$ cat src/rtl/bdi_pkg.sv
// shared types, constants and fixed-point helpers of the boundary displacement integrator
package bdi_pkg;

  // fixed-point format and function count
  localparam int NUM_FUNCS  = 3;
  localparam int FRAC_BITS  = 16;

  // field widths
  localparam int DATA_W     = 32;
  localparam int LEN_W      = 31;
  localparam int MAG_W      = 31;
  localparam int LIMIT_W    = FRAC_BITS + 1;
  localparam int SEL_W      = 2;
  localparam int ACC_W      = 2 * DATA_W;
  localparam int WIDE_W     = 2 * DATA_W - FRAC_BITS + 2;
  localparam int CFG_ADDR_W = 3;

  // stream payload widths, padded to whole bytes
  localparam int S_TDATA_W  = ((4 * DATA_W + LEN_W + 7) / 8) * 8;
  localparam int S_TUSER_W  = 2;
  localparam int M_TDATA_W  = ((DATA_W + MAG_W + ACC_W + 7) / 8) * 8;

  // reset values of the registers that are not zero
  localparam logic [LIMIT_W-1:0] MOVE_LIMIT_RESET = LIMIT_W'(1) << FRAC_BITS;
  localparam logic [DATA_W-1:0]  SCALE_RESET      = DATA_W'(1) << FRAC_BITS;

  // configuration register indexes
  typedef enum logic [CFG_ADDR_W-1:0] {
    REG_WEIGHT_OBJECTIVE = 3'd0,
    REG_WEIGHT_FIRST     = 3'd1,
    REG_WEIGHT_SECOND    = 3'd2,
    REG_MOVE_LIMIT       = 3'd3,
    REG_CAP_ENABLE       = 3'd4,
    REG_INTEGRAL_SCALE   = 3'd5,
    REG_INTEGRAL_OFFSET  = 3'd6,
    REG_INTEGRAL_SELECT  = 3'd7
  } cfg_reg_t;

  // sensitivity that weights the integral
  typedef enum logic [SEL_W-1:0] {
    SEL_OBJECTIVE = 2'd0,
    SEL_FIRST     = 2'd1,
    SEL_SECOND    = 2'd2,
    SEL_NONE      = 2'd3
  } int_sel_t;

  // configuration register contents
  typedef struct packed {
    logic [DATA_W-1:0]  weight_objective;
    logic [DATA_W-1:0]  weight_first;
    logic [DATA_W-1:0]  weight_second;
    logic [LIMIT_W-1:0] move_limit;
    logic               cap_enable;
    logic [DATA_W-1:0]  integral_scale;
    logic [DATA_W-1:0]  integral_offset;
    int_sel_t           integral_select;
  } cfg_t;

  // controller states
  typedef enum logic [3:0] {
    ST_IDLE,
    ST_MUL_OBJ,
    ST_MUL_FIRST,
    ST_MUL_SECOND,
    ST_MUL_LEN,
    ST_CLAMP,
    ST_MUL_SCALE,
    ST_LOAD_A,
    ST_MUL_TERM,
    ST_ACCUM,
    ST_OUTPUT
  } state_t;

  // operand pair of the shared multiplier
  typedef enum logic [2:0] {
    MUL_W_OBJ,
    MUL_W_FIRST,
    MUL_W_SECOND,
    MUL_SEL_LEN,
    MUL_SCALE_DISP,
    MUL_A_B
  } mul_op_t;

  // use of the registered product
  typedef enum logic [2:0] {
    ACC_NONE,
    ACC_WIDE_LOAD,
    ACC_WIDE_ADD,
    ACC_LOAD_A,
    ACC_LOAD_B
  } acc_op_t;

  // commands from controller to datapath
  typedef struct packed {
    logic    capture;
    mul_op_t mul_op;
    acc_op_t acc_op;
    logic    clamp;
    logic    accum;
    logic    out_load;
  } cmd_t;

  // product shifted down by the fraction bits, rounded toward zero
  function automatic logic signed [ACC_W-1:0] qshift(input logic signed [ACC_W-1:0] p);
    logic signed [ACC_W-1:0] bias;
    bias = {{(ACC_W-FRAC_BITS){1'b0}}, {FRAC_BITS{p[ACC_W-1]}}};
    return (p + bias) >>> FRAC_BITS;
  endfunction

  // saturate a wide value to the data width
  function automatic logic signed [DATA_W-1:0] sat32(input logic signed [ACC_W-1:0] v);
    logic all_one;
    logic all_zero;
    all_one  = &v[ACC_W-1:DATA_W-1];
    all_zero = ~|v[ACC_W-1:DATA_W-1];
    if (all_one || all_zero) begin
      return v[DATA_W-1:0];
    end else if (v[ACC_W-1]) begin
      return {1'b1, {(DATA_W-1){1'b0}}};
    end else begin
      return {1'b0, {(DATA_W-1){1'b1}}};
    end
  endfunction

  // saturating add on the accumulator width
  function automatic logic signed [ACC_W-1:0] sat_add64(input logic signed [ACC_W-1:0] a,
                                                       input logic signed [ACC_W-1:0] b);
    logic signed [ACC_W-1:0] s;
    s = a + b;
    if ((a[ACC_W-1] == b[ACC_W-1]) && (s[ACC_W-1] != a[ACC_W-1])) begin
      return a[ACC_W-1] ? {1'b1, {(ACC_W-1){1'b0}}} : {1'b0, {(ACC_W-1){1'b1}}};
    end
    return s;
  endfunction

endpackage

$ cat src/rtl/bdi_cfg_regs.sv
// configuration register file of the boundary displacement integrator
module bdi_cfg_regs import bdi_pkg::*; (
  input  logic                  clk,
  input  logic                  rst,
  input  logic                  cfg_we,
  input  logic [CFG_ADDR_W-1:0] cfg_addr,
  input  logic [DATA_W-1:0]     cfg_wdata,
  output cfg_t                  cfg
);

  // register writes, one index per write
  always_ff @(posedge clk) begin
    if (rst) begin
      cfg.weight_objective <= '0;
      cfg.weight_first     <= '0;
      cfg.weight_second    <= '0;
      cfg.move_limit       <= MOVE_LIMIT_RESET;
      cfg.cap_enable       <= 1'b0;
      cfg.integral_scale   <= SCALE_RESET;
      cfg.integral_offset  <= '0;
      cfg.integral_select  <= SEL_OBJECTIVE;
    end else if (cfg_we) begin
      unique case (cfg_reg_t'(cfg_addr))
        REG_WEIGHT_OBJECTIVE: cfg.weight_objective <= cfg_wdata;
        REG_WEIGHT_FIRST:     cfg.weight_first     <= cfg_wdata;
        REG_WEIGHT_SECOND:    cfg.weight_second    <= cfg_wdata;
        REG_MOVE_LIMIT:       cfg.move_limit       <= cfg_wdata[LIMIT_W-1:0];
        REG_CAP_ENABLE:       cfg.cap_enable       <= cfg_wdata[0];
        REG_INTEGRAL_SCALE:   cfg.integral_scale   <= cfg_wdata;
        REG_INTEGRAL_OFFSET:  cfg.integral_offset  <= cfg_wdata;
        REG_INTEGRAL_SELECT:  cfg.integral_select  <= int_sel_t'(cfg_wdata[SEL_W-1:0]);
        default: ;
      endcase
    end
  end

endmodule

$ cat src/rtl/bdi_ctrl.sv
// sequencing controller: steps one point through the shared multiplier
module bdi_ctrl import bdi_pkg::*; (
  input  logic clk,
  input  logic rst,
  input  logic s_tvalid,
  output logic s_tready,
  output logic m_tvalid,
  input  logic m_tready,
  output cmd_t cmd
);

  state_t state;
  state_t state_next;
  logic   out_free;

  // output register can take a result
  assign out_free = !m_tvalid || m_tready;

  // state register
  always_ff @(posedge clk) begin
    if (rst) begin
      state <= ST_IDLE;
    end else begin
      state <= state_next;
    end
  end

  // output valid flag
  always_ff @(posedge clk) begin
    if (rst) begin
      m_tvalid <= 1'b0;
    end else if (cmd.out_load) begin
      m_tvalid <= 1'b1;
    end else if (m_tready) begin
      m_tvalid <= 1'b0;
    end
  end

  // next state and commands
  always_comb begin
    state_next   = state;
    s_tready     = 1'b0;
    cmd.capture  = 1'b0;
    cmd.mul_op   = MUL_W_OBJ;
    cmd.acc_op   = ACC_NONE;
    cmd.clamp    = 1'b0;
    cmd.accum    = 1'b0;
    cmd.out_load = 1'b0;
    unique case (state)
      ST_IDLE: begin
        s_tready    = 1'b1;
        cmd.capture = s_tvalid;
        if (s_tvalid) begin
          state_next = ST_MUL_OBJ;
        end
      end
      ST_MUL_OBJ: begin
        cmd.mul_op = MUL_W_OBJ;
        state_next = ST_MUL_FIRST;
      end
      ST_MUL_FIRST: begin
        cmd.mul_op = MUL_W_FIRST;
        cmd.acc_op = ACC_WIDE_LOAD;
        state_next = ST_MUL_SECOND;
      end
      ST_MUL_SECOND: begin
        cmd.mul_op = MUL_W_SECOND;
        cmd.acc_op = ACC_WIDE_ADD;
        state_next = ST_MUL_LEN;
      end
      ST_MUL_LEN: begin
        cmd.mul_op = MUL_SEL_LEN;
        cmd.acc_op = ACC_WIDE_ADD;
        state_next = ST_CLAMP;
      end
      ST_CLAMP: begin
        cmd.acc_op = ACC_LOAD_B;
        cmd.clamp  = 1'b1;
        state_next = ST_MUL_SCALE;
      end
      ST_MUL_SCALE: begin
        cmd.mul_op = MUL_SCALE_DISP;
        state_next = ST_LOAD_A;
      end
      ST_LOAD_A: begin
        cmd.acc_op = ACC_LOAD_A;
        state_next = ST_MUL_TERM;
      end
      ST_MUL_TERM: begin
        cmd.mul_op = MUL_A_B;
        state_next = ST_ACCUM;
      end
      ST_ACCUM: begin
        cmd.accum  = 1'b1;
        state_next = ST_OUTPUT;
      end
      ST_OUTPUT: begin
        if (out_free) begin
          cmd.out_load = 1'b1;
          state_next   = ST_IDLE;
        end
      end
      default: state_next = ST_IDLE;
    endcase
  end

endmodule

$ cat src/rtl/bdi_datapath.sv
// datapath: point registers, shared multiplier, clamp, running sums and result register
module bdi_datapath import bdi_pkg::*; (
  input  logic                 clk,
  input  logic                 rst,
  input  cmd_t                 cmd,
  input  cfg_t                 cfg,
  input  logic [S_TDATA_W-1:0] s_tdata,
  input  logic [S_TUSER_W-1:0] s_tuser,
  input  logic                 s_tlast,
  output logic [M_TDATA_W-1:0] m_tdata,
  output logic [0:0]           m_tuser,
  output logic                 m_tlast
);

  // captured point
  logic signed [DATA_W-1:0] sens_objective;
  logic signed [DATA_W-1:0] sens_first;
  logic signed [DATA_W-1:0] sens_second;
  logic        [LEN_W-1:0]  seg_length;
  logic signed [DATA_W-1:0] low_limit;
  logic                     fixed_point_flag;
  logic                     domain_flag;
  logic                     last_point;

  // working registers
  logic signed [ACC_W-1:0]  prod;
  logic signed [WIDE_W-1:0] wide;
  logic signed [DATA_W-1:0] a_term;
  logic signed [DATA_W-1:0] b_term;
  logic signed [DATA_W-1:0] disp;
  logic                     side;
  logic signed [ACC_W-1:0]  integral_sum;
  logic        [MAG_W-1:0]  peak_magnitude;

  // combinational values
  logic signed [DATA_W-1:0] mul_a;
  logic signed [DATA_W-1:0] mul_b;
  logic signed [ACC_W-1:0]  mul_p;
  logic signed [ACC_W-1:0]  prod_q;
  logic signed [DATA_W-1:0] sel_sens;
  logic signed [WIDE_W-1:0] low_ext;
  logic signed [WIDE_W-1:0] limit_ext;
  logic signed [WIDE_W-1:0] clamped;
  logic                     side_hit;
  logic signed [DATA_W-1:0] disp_next;
  logic        [MAG_W-1:0]  mag;
  logic signed [ACC_W-1:0]  neg_offset;
  logic signed [ACC_W-1:0]  result;

  // input capture
  always_ff @(posedge clk) begin
    if (cmd.capture) begin
      sens_objective   <= s_tdata[DATA_W-1:0];
      sens_first       <= s_tdata[2*DATA_W-1:DATA_W];
      sens_second      <= s_tdata[3*DATA_W-1:2*DATA_W];
      seg_length       <= s_tdata[3*DATA_W+LEN_W-1:3*DATA_W];
      low_limit        <= s_tdata[4*DATA_W+LEN_W-1:3*DATA_W+LEN_W];
      fixed_point_flag <= s_tuser[0];
      domain_flag      <= s_tuser[1];
      last_point       <= s_tlast;
    end
  end

  // sensitivity picked for the integral
  always_comb begin
    unique case (cfg.integral_select)
      SEL_OBJECTIVE: sel_sens = sens_objective;
      SEL_FIRST:     sel_sens = sens_first;
      SEL_SECOND:    sel_sens = sens_second;
      SEL_NONE:      sel_sens = '0;
      default:       sel_sens = '0;
    endcase
  end

  // operand select of the shared multiplier; unused functions weigh zero
  always_comb begin
    unique case (cmd.mul_op)
      MUL_W_OBJ: begin
        mul_a = cfg.weight_objective;
        mul_b = sens_objective;
      end
      MUL_W_FIRST: begin
        mul_a = (NUM_FUNCS >= 2) ? cfg.weight_first : '0;
        mul_b = sens_first;
      end
      MUL_W_SECOND: begin
        mul_a = (NUM_FUNCS >= 3) ? cfg.weight_second : '0;
        mul_b = sens_second;
      end
      MUL_SEL_LEN: begin
        mul_a = sel_sens;
        mul_b = {1'b0, seg_length};
      end
      MUL_SCALE_DISP: begin
        mul_a = cfg.integral_scale;
        mul_b = disp;
      end
      MUL_A_B: begin
        mul_a = a_term;
        mul_b = b_term;
      end
      default: begin
        mul_a = '0;
        mul_b = '0;
      end
    endcase
  end

  assign mul_p  = mul_a * mul_b;
  assign prod_q = qshift(prod);

  // multiplier output register
  always_ff @(posedge clk) begin
    prod <= mul_p;
  end

  // weighted sum and scaled terms
  always_ff @(posedge clk) begin
    unique case (cmd.acc_op)
      ACC_NONE:      ;
      ACC_WIDE_LOAD: wide   <= prod_q[WIDE_W-1:0];
      ACC_WIDE_ADD:  wide   <= wide + prod_q[WIDE_W-1:0];
      ACC_LOAD_A:    a_term <= sat32(prod_q);
      ACC_LOAD_B:    b_term <= sat32(prod_q);
      default:       ;
    endcase
  end

  // side clamp, cap and saturation of the displacement
  assign low_ext   = {{(WIDE_W-DATA_W){low_limit[DATA_W-1]}}, low_limit};
  assign limit_ext = {{(WIDE_W-LIMIT_W){1'b0}}, cfg.move_limit};

  always_comb begin
    clamped  = wide;
    side_hit = 1'b0;
    if (domain_flag && (wide < low_ext)) begin
      clamped  = low_ext;
      side_hit = 1'b1;
    end
    if (cfg.cap_enable && (clamped > limit_ext)) begin
      clamped = limit_ext;
    end
    if (fixed_point_flag) begin
      disp_next = '0;
    end else begin
      disp_next = sat32({{(ACC_W-WIDE_W){clamped[WIDE_W-1]}}, clamped});
    end
  end

  always_ff @(posedge clk) begin
    if (cmd.clamp) begin
      disp <= disp_next;
      side <= side_hit && !fixed_point_flag;
    end
  end

  // magnitude of the displacement, saturated to the magnitude width
  always_comb begin
    if (disp == {1'b1, {(DATA_W-1){1'b0}}}) begin
      mag = '1;
    end else if (disp[DATA_W-1]) begin
      mag = MAG_W'(-disp);
    end else begin
      mag = disp[MAG_W-1:0];
    end
  end

  // final result with the offset taken off on the last point
  assign neg_offset = -({{(ACC_W-DATA_W){cfg.integral_offset[DATA_W-1]}}, cfg.integral_offset}
                        <<< FRAC_BITS);
  assign result     = last_point ? sat_add64(integral_sum, neg_offset) : integral_sum;

  // running sums, cleared after the last point
  always_ff @(posedge clk) begin
    if (rst) begin
      integral_sum   <= '0;
      peak_magnitude <= '0;
    end else if (cmd.accum && !fixed_point_flag) begin
      integral_sum <= sat_add64(integral_sum, prod);
      if (mag > peak_magnitude) begin
        peak_magnitude <= mag;
      end
    end else if (cmd.out_load && last_point) begin
      integral_sum   <= '0;
      peak_magnitude <= '0;
    end
  end

  // result register
  always_ff @(posedge clk) begin
    if (cmd.out_load) begin
      m_tdata    <= {{(M_TDATA_W-DATA_W-MAG_W-ACC_W){1'b0}}, result, peak_magnitude, disp};
      m_tuser[0] <= side;
      m_tlast    <= last_point;
    end
  end

endmodule

$ cat src/rtl/boundary_displacement_integrator_unit.sv
// top level of the boundary displacement integrator
//
//  channel  | direction | handshake           | payload
//  s_*      | in        | s_tvalid / s_tready | one boundary point
//  m_*      | out       | m_tvalid / m_tready | displacement, peak and integral
//  cfg_*    | in        | cfg_we              | register index and write data
//
// after a request is accepted, six products run in series through one shared 32x32
// multiplier, with clamp, operand load, accumulate and output steps
// a new point is taken only after the previous one reached the output register,
// so the unit never works on more than one point at a time
// a result held by m_tready low stalls the sequencer in its output step only
// synchronous reset clears the sums and the handshake state, configuration registers go to reset values
module boundary_displacement_integrator_unit import bdi_pkg::*; (
  input  logic                  clk,
  input  logic                  rst,
  input  logic                  s_tvalid,
  output logic                  s_tready,
  // sens_objective, sens_first, sens_second, seg_length, low_limit, zero pad
  input  logic [S_TDATA_W-1:0]  s_tdata,
  // fixed_point_flag, domain_flag
  input  logic [S_TUSER_W-1:0]  s_tuser,
  input  logic                  s_tlast,
  output logic                  m_tvalid,
  input  logic                  m_tready,
  // displacement, largest_magnitude, integral_value, zero pad
  output logic [M_TDATA_W-1:0]  m_tdata,
  // side_limited
  output logic [0:0]            m_tuser,
  output logic                  m_tlast,
  input  logic                  cfg_we,
  input  logic [CFG_ADDR_W-1:0] cfg_addr,
  input  logic [DATA_W-1:0]     cfg_wdata
);

  cfg_t cfg;
  cmd_t cmd;

  // configuration registers
  bdi_cfg_regs u_cfg_regs (
    .clk       (clk),
    .rst       (rst),
    .cfg_we    (cfg_we),
    .cfg_addr  (cfg_addr),
    .cfg_wdata (cfg_wdata),
    .cfg       (cfg)
  );

  // sequencer
  bdi_ctrl u_ctrl (
    .clk      (clk),
    .rst      (rst),
    .s_tvalid (s_tvalid),
    .s_tready (s_tready),
    .m_tvalid (m_tvalid),
    .m_tready (m_tready),
    .cmd      (cmd)
  );

  // arithmetic and result register
  bdi_datapath u_datapath (
    .clk     (clk),
    .rst     (rst),
    .cmd     (cmd),
    .cfg     (cfg),
    .s_tdata (s_tdata),
    .s_tuser (s_tuser),
    .s_tlast (s_tlast),
    .m_tdata (m_tdata),
    .m_tuser (m_tuser),
    .m_tlast (m_tlast)
  );

endmodule

$ cat config.mk
export PLATFORM = sky130hd
export DESIGN_NAME = boundary_displacement_integrator_unit
export DESIGN_NICKNAME = d
export VERILOG_FILES = /design/src/rtl/bdi_pkg.sv /design/src/rtl/bdi_cfg_regs.sv /design/src/rtl/bdi_ctrl.sv /design/src/rtl/bdi_datapath.sv /design/src/rtl/boundary_displacement_integrator_unit.sv
export SDC_FILE = /design/constraint.sdc
export NUM_CORES = 2
export LEC_CHECK = 0
export BUFFER_PORTS_ARGS = -buffer_cell sky130_fd_sc_hd__buf_2
export CORE_MARGIN = 8
export CORE_UTILIZATION = 58
export DETAILED_ROUTE_END_ITERATION = 16
export GPL_TIMING_DRIVEN = 0
export PLACE_DENSITY_LB_ADDON = 0.08
export SYNTH_ARGS = -nofsm -noshare
export SYNTH_HDL_FRONTEND = slang
export SYNTH_SLANG_ARGS = --single-unit
$ cat constraint.sdc
create_clock -name clk -period 9 [get_ports clk]
set_clock_uncertainty 0.15 [all_clocks]
set_input_delay 1.8 -clock clk [delete_from_list [all_inputs] [get_ports clk]]
set_output_delay 1.8 -clock clk [all_outputs]
set_load 0.03 [all_outputs]
# Word-level counts from Yosys, hierarchy flattened
# Cells that the tools add are included.
# W data, S select, Z words.
# op_classes
order_cmp,3
eq_ne,37
mul,1
n_reduce_logical,36
n_addsub,6
mux,41
# ops
op,count
$mux W64,8
$pmux W32 S6,2
$mux W31,5
$add A64 B64 Y64,2
$mux W32,4
$pmux W32 S4,1
$mux W50,2
$pmux W50 S2,1
$add A64 B17 Y64,1
$mul A32 B32 Y64,1
$neg A64 Y64,1
$add A50 B50 Y50,1
$gt A50 B18 Y1,1
$lt A50 B32 Y1,1
$pmux W4 S11,1
$eq A32 B32 Y1 const B,1
$gt A31 B31 Y1,1
$neg A31 Y31,1
$eq A3 B3 Y1 const B,7
$reduce_and A2 Y1,10
$reduce_and A19 Y1,1
$reduce_or A19 Y1,1
$eq A3 B2 Y1 const B,6
$reduce_and A17 Y1,1
24 further kinds,63
# word_totals
out_inout_bits,132
ff_bits,782
in_bits,203
word_cells,153

# Longest topological paths before layout
# logic_depth
depth_word,10
mapped_depth,40
mapped_depth_nobuf,35

# Modules after synthesis
# Synthesis repeated with hierarchy kept, for this count alone.
# unflattened
cells_unflattened,8677
hier_area_um2,81229.2
# modules_own_cells
mod,n_inst,seq_area_each_um2,area_per_inst_um2,cells_per_inst
bdi_datapath,1,16335.7,73767.0,7997
bdi_cfg_regs,1,3603.5,7071.8,631
bdi_ctrl,1,100.1,390.4,49

# Worst setup path before layout
# Ideal clock, no wire load.
# synth_path
path_type,reg2reg
start,register u_ctrl.state[2]
end,register u_datapath.prod[62]
period_less_slack_ns,9.746
n_path_buf,6
path_slack_ns,-0.746
path_stages_with_launch,34
setup_time_ns,0.072
t_required_ns,8.778
arrival_time_ns,9.524
path_cell_list,dfxtp_1 -> clkbuf_1 -> or2_2 -> clkbuf_1 -> nor3_1 -> clkbuf_1 -> clkbuf_1 -> clkbuf_1 -> a222oi_1 -> nand3_1 -> clkbuf_1 -> nand2_1 -> inv_1 -> fa_1 -> fa_1 -> fa_1 -> fa_1 -> inv_1 -> fa_1 -> inv_1 -> fa_1 -> inv_1 -> fa_1 -> inv_1 -> fa_1 -> ha_1 -> and3_1 -> a221o_1 -> a21oi_1 -> o31a_1 -> o211ai_1 -> or3_1 -> a31oi_1 -> xnor2_1
# synth_via
elab_chain_cells,5
word_cells_on_any_way,15
cone_classes,mul: 1; eq/ne: 10; mux: 3; reduce/logical: 1
# synth_lines
element,line,source
"start, declared",bdi_ctrl.sv:12,state_t state;
"start signal, assigned",bdi_ctrl.sv:24,state <= state_next;
$eq A4 B4 Y1 (tied with other cells),bdi_ctrl.sv:49,unique case (state)
$pmux W3 S5 *,bdi_ctrl.sv:49,
$eq A3 B3 Y1 (tied with other cells),bdi_datapath.sv:77,unique case (cmd.mul_op)
$pmux W32 S6,bdi_datapath.sv:77,
$mul A32 B32 Y64 *,bdi_datapath.sv:109,assign mul_p = mul_a * mul_b;
net u_datapath.mul_p[62],bdi_datapath.sv:38,logic signed [ACC_W-1:0] mul_p;
"end signal, assigned",bdi_datapath.sv:114,prod <= mul_p;
"end, declared",bdi_datapath.sv:26,logic signed [ACC_W-1:0] prod;
# Mark *: on every way through the listed nets, which the timed path passes. The rest lies on a longest branch.
# A chain may end at the register's enable or synchronous reset.

# Worst setup path in the final report
# Same ends and word-level chain as after synthesis.

==> impl_metrics.py <==
metrics = {
    "hold_path": {
        "worstHoldStart": "u_datapath.side",
        "min_path_type": "flop to flop",
        "min_to": "u_datapath.m_tuser",
        "whs_path_depth": 0,
    },
    "detailed_routing": {
        "first_pass_iters": 11,
        "vias": 72900,
        "ant_nets": 0,
        "wl_per_cell_um": 29.9,
        "first_iter_violations": 11100,
        "totalWireLength_um": 339000,
        "drt-vias-per-instance": 6.43,
        "drc_errors": 0,
    },
    "timing": {
        "finalWorstSetupSlack_ns": -0.791,
        "finalSetupTns_ns": -11.67,
        "rsz0062_at_grt": "true",
        "maxSlewViolCount": 6,
        "max_slew_margin": -0.0436,
        "hold_viol": 0,
        "hold_ws_ns": 0.294,
        "post-route-period-util": 1.09,
        "period_needed_ns": 9.79,
        "finalSetupViolations": 37,
        "max_freq_mhz": 102,
        "tightestPinTransition_ns": 1.55,
    },
    "logic_synthesis": {
        "synth_area_per_cell_um2": 9.10,
        "synth_cells": 8703,
        "synth_compound_area_frac": 0.128,
        "synth-edff-count": 438,
        "synth.distinct_cells": 81,
        "synthMuxAreaShare": 0.0146,
        "synth_seq_area_share": 0.253,
        "synth_seq_cells": 782,
        "yosys.area_share.simple": 0.146,
        "synth_adder_area_share": 0.347,
        "synth_xor_xnor_area_share": 0.0350,
        "synth-async-reset-ratio": 0,
        "synth_fp_nets": 10400,
        "synth_top_family_by_area": "adder cells",
        "synth_area_um2": 79200,
        "yosysWarningCount": 0,
        "ys.flop_type": "edfxtp_1",
    },
    "grt": {
        "top_usage_layer": "met2",
        "grt_pass1_wl_um": 476000,
        "grt_max_degree": 72,
        "use_met2": 0.601,
        "antenna_found_initial": 27,
        "met1_usage": 0.588,
        "track_usage": 0.443,
        "use_met3": 0.175,
        "grt_overflow": 0,
        "grt_pass1_vias": 70700,
    },
    "final_layout": {
        "multi_input_area_um2": 56200,
        "regArea_um2": 20100,
        "drive_gt1_frac": 0.161,
        "fill_cells": 10400,
        "final_nets": 11200,
        "syn2layout_area_growth_pct": 19.8,
        "fin_cells": 11300,
    },
    "power_and_ir_drop": {
        "leakagePower_nw": 42.5,
        "total_power_mw": 28.8,
        "pwr-share-clk": 0.130,
        "ir_worst_vdd_uv": 929,
        "intPower_mw": 14.4,
        "powerDensity_nw_per_um2": 303,
        "p_switching_mw": 14.4,
        "seqPwrFrac": 0.169,
        "swShare": 0.501,
        "power_frac_comb": 0.701,
    },
    "critical_path": {
        "max_stage_delay_ns": 0.70,
        "criticalPathCategory": "flop to flop",
        "critical_path.max_fanout": 7,
        "r2r_start": "u_ctrl.state[2]",
        "crit_slowest_cell": "fa_2",
        "start_kind": "flop",
        "endpoint_kind": "flop",
        "cp.arrival_ns": 10.23,
        "rr_endpoint": "u_datapath.prod[62]",
        "worstRegToRegCells": 30,
        "critPathMostFrequentCell": "fa_1",
        "crit_required_ns": 9.44,
        "ff2ff_setup_slack_ns": -0.79,
    },
    "die": {
        "num_rows": 135,
        "dieArea_um2": 149000,
        "boundaryPins": 335,
        "core_area_um2": 135000,
        "initial_utilization": 0.584,
        "die_h_um": 385,
        "fp.dieW_um": 385,
    },
    "outcome": {
        "violations": "max-capacitance violations, max-slew violations, negative setup slack",
        "run_status": "complete, but fails checks",
    },
    "placement": {
        "gp_congestion": 1.06,
        "io_buffers": 328,
        "dp_hpwl_um": 266000,
        "dp.cells": 10800,
    },
    "clock_tree": {
        "clk-insertion-delay-late_ns": 0.74,
        "clkTransAtPathRegs_ns": 0.06,
        "clockBufferDepth": 3,
        "cts.sinks": 782,
        "cts-root-buf": "clkbuf_16",
        "htree_levels": 3,
        "cts_buffers": 86,
        "cts_tree": "yes",
    },
    "flow_run": {
        "drv_cap": 1,
    },
}
-- final cells by class --
| type | count | share of cell area |
|---|---|---|
| Antenna cell | 16 | 0.000422 |
| Timing Repair Buffer | 701 | 0.0576 |
| Clock buffer | 109 | 0.0247 |
| Inverter | 1175 | 0.0468 |
| Buffer | 414 | 0.0365 |
| Sequential cell | 782 | 0.211 |
| Multi-Input combinational cell | 6310 | 0.592 |
| Tap cell | 1781 | 0.0235 |
| Clock inverter | 53 | 0.00657 |
-- sequential cells by signal, summed over array words and instances, names as in the netlist, 4 cells and up --
name	cells
u_datapath.a_term	32
u_datapath.prod	64
u_datapath.wide	50
u_ctrl.state	4
u_datapath.b_term	32
u_datapath.sens_objective	32
u_datapath.disp	32
u_datapath.low_limit	32
u_datapath.sens_first	32
u_cfg_regs.cfg	180
u_datapath.m_tdata	127
u_datapath.seg_length	31
u_datapath.sens_second	32
u_datapath.peak_magnitude	31
u_datapath.integral_sum	64
-- power by group through the flow --
stage	Clock, mW	Combinational [mW]	Sequential [mW]
floorplan	0	9.90	4.59
global placement	0	14.8	4.92
detailed placement	0	15.2	4.89
CTS	3.73	17.5	4.82
global route	3.87	21.1	4.85
finish	3.73	20.2	4.86
-- cells by family after synthesis --
family,after synthesis
muxes,113
DFF,782
AOI/OAI and AO/OA,1622
and+or+nand+nor,2716
adders and majority gates,1542
buffers and inverters,1611
xor gates and xnor gates,316
other,1
-- timing repair --
item	CTS	global route
pin swaps	229	201
hold buffers	0	0
endpoints found under the setup margin	55	41
cloned	8	4
buffers inserted	239	103
resized for setup	878	335
-- routing by layer --
metal  part of all wire  wire [um]
met1               0.36     123000
met4              0.085      28800
met5            0.00040        135
met3               0.16      54800
met2               0.39     133000
-- worst max-delay path: cells and delay by family, from the launching register on --
family	cells	cell delay, ns
flip-flops	1	0.38
adder cells (fa/ha/maj)	9	4.54
buffers and inverters	5	0.75
XOR/XNOR	1	0.18
AO/OA/AOI/OAI	9	2.24
AND/OR/NAND/NOR	6	1.35
-- cells in the mapped netlist (all sizes together) (15+ instances only) --
library cell / instances / area, um2
nor2: 811 / 3040
clkbuf: 409 / 1540
a211oi: 68 / 515
o21ai: 274 / 1370
and3: 42 / 263
nor3: 63 / 315
a22o: 15 / 131
a221o: 30 / 300
a21o: 151 / 1130
nor2b: 63 / 394
dfxtp: 344 / 6890
a2111oi: 28 / 251
a22oi: 19 / 143
or3: 26 / 175
mux2i: 94 / 941
o31ai: 21 / 158
ha: 456 / 5710
a211o: 41 / 359
xor2: 124 / 1090
nand2: 1331 / 5000
nand4: 74 / 463
o21a: 42 / 315
xnor2: 192 / 1680
a21oi: 696 / 3480
nand3: 105 / 526
a21boi: 16 / 120
fa: 1086 / 21700
mux2: 19 / 214
a221oi: 23 / 201
o211ai: 22 / 165
o21bai: 34 / 255
edfxtp: 438 / 13200
nand2b: 73 / 457
a222oi: 48 / 480
nor4: 26 / 163
a31oi: 30 / 188
inv: 1173 / 4400
and2: 43 / 269
buf: 27 / 126
-- cell usage in the layout (no fill, tap or decap), drive strengths merged, types with 105 or more instances in the layout --
cell type | synthesis | routed
fa | 1086 | 1086
nand3 | 105 | 105
xnor2 | 192 | 192
ha | 456 | 456
clkbuf | 409 | 454
nor2 | 811 | 811
inv | 1173 | 1175
edfxtp | 438 | 438
a21o | 151 | 151
dfxtp | 344 | 344
xor2 | 124 | 124
o21ai | 274 | 274
a21oi | 696 | 696
buf | 27 | 770
nand2 | 1331 | 1331
-- through the flow --
step                setup WS, ns   util  area [um2]
floorplan                -0.0864      -       79600
global placement           -4.23  0.616       83500
detailed placement         -3.59  0.620       84000
CTS                       -0.495  0.685       92700
global route              -0.893  0.700       94800
finish                    -0.791  0.700       94900
-- worst max-delay path by stage --
stage,startpoint,end,slack (ns)
CTS,u_ctrl.state[2],u_datapath.prod[60],-0.49
global route,u_ctrl.state[2],u_datapath.prod[60],-0.89
floorplan,u_cfg_regs.cfg[0],u_datapath.prod[62],-0.09
detailed placement,u_ctrl.state[2],u_datapath.prod[60],-3.59
finish,u_ctrl.state[2],u_datapath.prod[62],-0.79
global placement,u_ctrl.state[2],u_datapath.prod[63],-4.23
(Power assumes the default switching activity.)
